## src/rtl/core/csb_pkg.sv

```systemverilog
// ----------------------------------------------------------------------------
// csb_pkg
// Shared types and constants of the counting semaphore bank: request actions,
// table entry view and the write-back command from the control to the store.
// ----------------------------------------------------------------------------
package csb_pkg;

   localparam int SLOT_W       = 8;
   localparam int COUNT_W      = 32;
   localparam int MAG_W        = 31;
   localparam int HANDLE_LIMIT = 256;

   localparam logic [MAG_W-1:0]   COUNT_MAX = 31'h7fff_ffff;
   localparam logic [COUNT_W-1:0] FREE_MARK = 32'hffff_ffff;

   typedef enum logic [1:0] {
      ACT_CREATE  = 2'd0,
      ACT_DESTROY = 2'd1,
      ACT_TAKE    = 2'd2,
      ACT_GIVE    = 2'd3
   } action_type;

   // entry as read from the store: free flag and the non-negative count
   typedef struct packed {
      logic             free;
      logic [MAG_W-1:0] count;
   } entry_type;

   // write-back of one request into the store
   typedef struct packed {
      logic              wr_en;
      logic              set_free;
      logic              clr_free;
      logic [SLOT_W-1:0] idx;
      logic [MAG_W-1:0]  count;
   } wr_cmd_type;

endpackage

```

## src/rtl/core/csb_ctrl.sv

```systemverilog
// ----------------------------------------------------------------------------
// csb_ctrl
// Request sequencer: latches an item and issues the table read, then decides
// the action on the read entry, writes it back and loads the result register.
// ----------------------------------------------------------------------------
module csb_ctrl
   import csb_pkg::*;
#(
   parameter int DEPTH = 256
) (
   input  logic              clock,
   input  logic              reset,
   input  logic              req_tvalid,
   output logic              req_tready,
   input  logic [39:0]       req_tdata,
   input  logic [1:0]        req_tuser,
   output logic              rsp_tvalid,
   input  logic              rsp_tready,
   output logic [39:0]       rsp_tdata,
   output logic              rsp_tuser,
   output logic              rd_en,
   output logic [SLOT_W-1:0] rd_idx,
   input  entry_type         rd_entry,
   input  logic              alloc_found,
   input  logic [SLOT_W-1:0] alloc_idx,
   output wr_cmd_type        wr
);

   typedef enum logic {
      ST_IDLE,
      ST_EXEC
   } state_type;

   state_type           state_ff, state_in;
   action_type          act_ff, act_in;
   logic [SLOT_W-1:0]   slot_ff, slot_in;
   logic [COUNT_W-1:0]  init_ff, init_in;
   logic                rsp_valid_ff, rsp_valid_in;
   logic                succ_ff, succ_in;
   logic [SLOT_W-1:0]   handle_ff, handle_in;
   logic [COUNT_W-1:0]  cnt_ff, cnt_in;
   logic                req_fire;
   logic                done;
   logic                in_range;
   logic                in_use;
   wr_cmd_type          cmd;

   assign req_tready = (state_ff == ST_IDLE);
   assign req_fire   = req_tvalid && req_tready;
   assign rd_en      = req_fire;
   assign rd_idx     = req_tdata[SLOT_W-1:0];

   // write-back waits until the result register can take the item
   assign done     = (state_ff == ST_EXEC) && (!rsp_valid_ff || rsp_tready);
   assign in_range = {1'b0, slot_ff} < 9'(DEPTH);
   assign in_use   = in_range && !rd_entry.free;

   always_comb begin
      cmd       = '0;
      cmd.idx   = slot_ff;
      succ_in   = 1'b0;
      handle_in = '0;
      cnt_in    = FREE_MARK;
      case (act_ff)
         ACT_CREATE: begin
            cmd.idx   = alloc_idx;
            cmd.count = init_ff[MAG_W-1:0];
            if (!init_ff[COUNT_W-1] && alloc_found) begin
               cmd.wr_en    = 1'b1;
               cmd.clr_free = 1'b1;
               succ_in      = 1'b1;
               handle_in    = alloc_idx;
            end
         end
         ACT_DESTROY: begin
            if (in_use) begin
               cmd.set_free = 1'b1;
               succ_in      = 1'b1;
            end
         end
         ACT_TAKE: begin
            cmd.count = rd_entry.count - 1'b1;
            if (in_use && rd_entry.count != '0) begin
               cmd.wr_en = 1'b1;
               succ_in   = 1'b1;
               cnt_in    = {1'b0, cmd.count};
            end
         end
         ACT_GIVE: begin
            cmd.count = rd_entry.count + 1'b1;
            if (in_use) begin
               cmd.wr_en = (rd_entry.count != COUNT_MAX);
               succ_in   = 1'b1;
            end
         end
         default: begin
            cmd = '0;
         end
      endcase
      wr          = cmd;
      wr.wr_en    = cmd.wr_en && done;
      wr.set_free = cmd.set_free && done;
      wr.clr_free = cmd.clr_free && done;
   end

   always_comb begin
      state_in     = state_ff;
      act_in       = act_ff;
      slot_in      = slot_ff;
      init_in      = init_ff;
      rsp_valid_in = rsp_valid_ff && !rsp_tready;
      case (state_ff)
         ST_IDLE: begin
            if (req_fire) begin
               state_in = ST_EXEC;
               act_in   = action_type'(req_tuser);
               slot_in  = req_tdata[SLOT_W-1:0];
               init_in  = req_tdata[39:8];
            end
         end
         ST_EXEC: begin
            if (done) begin
               state_in     = ST_IDLE;
               rsp_valid_in = 1'b1;
            end
         end
         default: begin
            state_in = ST_IDLE;
         end
      endcase
   end

   always_ff @(posedge clock) begin
      if (reset) begin
         state_ff     <= ST_IDLE;
         rsp_valid_ff <= 1'b0;
      end else begin
         state_ff     <= state_in;
         rsp_valid_ff <= rsp_valid_in;
      end
      act_ff  <= act_in;
      slot_ff <= slot_in;
      init_ff <= init_in;
      if (done) begin
         succ_ff   <= succ_in;
         handle_ff <= handle_in;
         cnt_ff    <= cnt_in;
      end
   end

   assign rsp_tvalid = rsp_valid_ff;
   assign rsp_tuser  = succ_ff;
   assign rsp_tdata  = {cnt_ff, handle_ff};

endmodule

```

## config.mk

```make
export PLATFORM = sky130hd
export DESIGN_NAME = csb_ctrl
export DESIGN_NICKNAME = d
export VERILOG_FILES = /design/src/rtl/core/csb_pkg.sv /design/src/rtl/core/csb_ctrl.sv
export SDC_FILE = /design/constraint.sdc
export NUM_CORES = 1
export LEC_CHECK = 0
export BUFFER_PORTS_ARGS = -buffer_cell sky130_fd_sc_hd__buf_4
export CAP_MARGIN = 25
export CORE_MARGIN = 5
export CORE_UTILIZATION = 50
export CTS_CLUSTER_DIAMETER = 50
export CTS_CLUSTER_SIZE = 8
export DETAILED_ROUTE_END_ITERATION = 8
export PLACE_DENSITY = 0.87
export SETUP_SLACK_MARGIN = 0.2
export SLEW_MARGIN = 10
export SYNTH_ARGS = -nofsm -noshare
export SYNTH_HDL_FRONTEND = slang
export SYNTH_SLANG_ARGS = --single-unit
```

## constraint.sdc

```tcl
create_clock -name clock -period 3.55 [get_ports clock]
set_input_delay 0.5325 -clock clock [delete_from_list [all_inputs] [get_ports clock]]
set_output_delay 0.5325 -clock clock [all_outputs]
set_load 0.02 [all_outputs]
```

* Word level (Yosys, flattened, before mapping) *
Index checks and enable logic that the tools add are counted.

cells by class
  add/sub/neg operators = 2
  equal/unequal tests = 4
  multiplexer cells = 15
  bitwise gates (word level) = 1
  reduce and logical (&&, ||, !) cells = 19

operators by type and width
  kind                                                                   count
  31-bit one-hot mux with 3 select lines                                 1
  32-bit 2-to-1 mux                                                      1
  31-bit by 1-bit adder with 31-bit output (second input constant)       1
  31-bit inequality test (second input constant)                         1
  31-bit nonzero test                                                    1
  31-bit by 1-bit subtractor with 31-bit output (second input constant)  1
  1-bit 2-to-1 mux                                                       9
  9-bit 2-to-1 mux                                                       1
  1-bit logical AND                                                      8
  1-bit one-hot mux with 3 select lines                                  2
  2-bit AND reduction                                                    3
  2-bit == test (second input constant)                                  2
  1-bit zero test                                                        4
  2-bit by 1-bit == test with 1-bit output (second input constant)       1
  2-bit zero test                                                        1
  1-bit one-hot mux with 2 select lines                                  1
  2-bit OR reduction                                                     1
  1-bit logical OR                                                       1
  1-bit inverter                                                         1

storage, ports and cells
  register bits = 85
  input port bits = 87
  output and inout bits = 94
  word-level logic and storage cells = 50

* Depth between registers and ports, before layout *
  depth after elaboration = 5
  mapped depth = 9
  depth with buffers taken out = 7

* Worst setup path after synthesis *
No wires, ideal clock.

  kind = input to output
  start = in rd_entry[12] (netlist name)
  end = out wr[21] (netlist name)
  arrival = 2.882 ns
  required time = 3.017 ns
  setup slack = 0.135 ns
  stages = 7
  path buffers = 2
  cell sequence = buf_4 > or4_1 > or4b_4 > buf_6 > nor4_1 > nor3_1 > o31ai_1

RTL lines
  what         RTL line        RTL
  from (decl)  csb_ctrl.sv:23  input entry_type rd_entry,
  to (decl)    csb_ctrl.sv:26  output wr_cmd_type wr

==> results.md <==
* Cts hold-fix bufs at 0
* Share of layout cells above drive strength 1 at around two fifths
* Longest Clk Path Bufs at 2
* Post-synth EDFFs at 83
* Area Growth Syn to Fin at 35.37%
* Register area share after synthesis at 50.52%
* Relative slew slack at around 44%
* CP Capture Type: primary output
* Cell count after synthesis at 488
* Largest net degree at the start of global routing at 43
* Pin slew with the least headroom to its limit at 0.8470 ns
* Tightest Hold Check Type: in2reg
* Global-route wire length before repair at 23870 um
* Setup crit start: rd_entry[12]
* FP Rows at 36
* Synth unique cells at 62
* # setup viols final at 0
* Clk pwr share at 27.5%
* Combinational share of power at between 20% and 30%
* 1st-iter DRT viols at approximately 340
* Synth area leader: edfxtp_1
* Period utilization at 93.66%
* Syn avg cell area at a little over 10 um2
* Cell Area, Synth at 0.005012 mm2
* Met3 track utilization from global routing at 3.844%
* Sw Ratio at a little under a third
* Avg WL per Cell at 19.39 um
* Ys flop type: edfxtp_1
* Syn nets at 577
* Final wirelength at 15410 um
* GR Layer Usage met1 at 35.78%
* Startpoint types: input pin
* Yosys Warn Count at 0
* Pleak at 2.597 nW
* Chip width at 110.1 um
* Yosys top cell area share at 49.73%
* Fin. Hold Viols at 0
* Drt drc at 0
* Crit path kind: in2out
* Clock slew at reported path FFs at 0.10 ns
* DRT antenna net count at 0
* TritonCTS Buffers at 9
* CTS tree: done
* Initial antenna violation count at 0
* Finished Core Util at 69.42%
* Switching power at 0.0007189 W
* N_diodes at 0
* Setup TNS Final at 0 ns
* Initial Util at roughly 50%
* Final net count at 746
* TritonRoute pass-1 iters at 6
* Met2 usage at between 40 and 50%
* CORE AREA at around 0.0098 mm2
* Clock root cell: clkbuf_8
* Sequential group share of total power at 50.2%
* Vias in the first global route at 4450
* Most Crowded Layer GR: met2
* Cell with the most instances after synthesis: edfxtp_1
* Pint at 0.001650 W
* FF+latch count, synth at between 80 and 90
* Die height at roughly 110 um
* Minimum clock period at 3.325 ns
* Clock Latency Late Sink at between 0.3 and 0.4 ns
* Worst Skew at 0.01531 ns
* Hold Startpoint: reset
* Vias at 4586
* R2R Path Start: act_ff[0]
* Max-slew violation count at 0
* Vias per cell at a little under 6
* RSZ-0062 raised after global routing: true
* Async SR Flop Fraction at 0%
* Synth area leaders: edfxtp_1 50%, nand2_1 5.9%, xnor2_1 3.8%
* Pwr dens at ~350 mW/mm2
* Max VDD drop at about 0.30 mV
* H-Tree Depth at 3
* Top Ports at between 150 and 200
* WP data arrival at 2.79 ns
* Fmax at 300.8 MHz
* Synth cell count leaders: 83 x edfxtp_1, 79 x nand2_1, 27 x clkbuf_1
* Gr ovfl total at 0
* Crit-path max FO at 6
* Required time of the critical path at 3.02 ns
* CTS Sinks at 85
* GP Congestion at 0.9458
* PortBufs at 180
* Global Route Usage Sum at between 20% and 30%
* Outcome: finished clean
* Die area at 0.01213 mm2
* Dpl hpwl at 11470 um
* Max Cap Viol at 0
## cell families (layout without fill, tap and decap cells)
family	count (synthesis)	in the layout	share of synthesized area, %
AO/OA/AOI/OAI	68	68	9.461
flip-flops	85	85	50.52
multiplexers	10	10	2.197
adder cells (fa/ha/maj)	2	2	0.4992
XOR/XNOR	42	42	7.339
buffers and inverters	60	232	5.816
AND/OR/NAND/NOR	221	223	24.16
## flip-flops by register name, summed over array words and instances (netlist names)
register	count
rsp_tvalid	1
act_ff	2
state_ff	1
slot_ff	8
rsp_tuser	1
handle_ff	8
cnt_ff	32
init_ff	32
## final timing paths
check / endpoint / slack [ns] / cells after the start
hold reg to reg: rsp_tvalid / 0.52 / 2
hold / removal: rsp_tvalid / 0.31 / 2
setup reg to reg: cnt_ff[20] / 0.79 / 6
setup / recovery: wr[21] / 0.23 / 7
## per-layer routing
| layer | vias to the layer above | routed length [um] |
|---|---|---|
| met5 | - | 0 |
| met4 | 0 | 488 |
| met1 | 2164 | 6399 |
| met3 | 36 | 1284 |
| met2 | 246 | 7242 |
| li1 | 2140 | - |
## placed cells by master (no fill, tap or decap), types with 8 or more instances in the layout
cell / n
and3_1: 16
nand2_1: 79
nand3_1: 16
nor4_1: 12
clkbuf_8: 9
nor2_1: 23
nor3_1: 21
inv_1: 11
xnor2_1: 21
mux2_2: 8
edfxtp_1: 83
o21ai_0: 21
buf_4: 202
xor2_1: 20
## what timing repair did
| item | 4_1_cts | 5_1_grt |
|---|---|---|
| setup buffers | 0 | 1 |
| endpoints found under the hold margin | 0 | 0 |
| resized for setup | 6 | 14 |
| pin swaps | 1 | 8 |
| gates cloned | 2 | 0 |
| setup endpoints to repair | 10 | 12 |
## final cells by class
class | count | area [um2]
fill | 732 | 2989
sequential | 85 | 2532
multi-input combinational | 345 | 2337
timing repair buffer | 202 | 1516
tap | 133 | 166.4
clock buffer | 9 | 123.9
clock inverter | 7 | 56.30
inverter | 14 | 52.55
## power groups by stage
stage	clock [W]	sequential, W	combinational, W
2_1_floorplan	0	0.00123	0.000248
3_3_place_gp	0	0.00121	0.000509
3_5_place_dp	0	0.00121	0.000513
4_1_cts	0.000664	0.00119	0.000519
5_1_grt	0.000706	0.00119	0.000563
6_report	0.000652	0.00119	0.000528
## worst max-delay path, stage by stage
cell and delay, ns:
buf_4 0.11, or4_4 0.58, or4b_4 0.65, o31a_1 0.34
nor3_1 0.29, o31ai_2 0.10, buf_4 0.16
## metrics by stage
step           total power [W]  instance area (um2)  std cells  hold slack [ns]  worst slack [ns]
2_1_floorplan         0.001475                 5017        488           0.4939            0.2239
3_5_place_dp          0.001724                 6474        776           0.5039           0.04326
5_1_grt               0.002463                 6785        795           0.3086            0.1664
6_report              0.002368                 6785        795           0.3127            0.2252
4_1_cts               0.002371                 6696        794           0.2972           0.07290
3_3_place_gp          0.001718                 6474        776           0.4774            0.1012
Power figures use the tool's default switching activity.
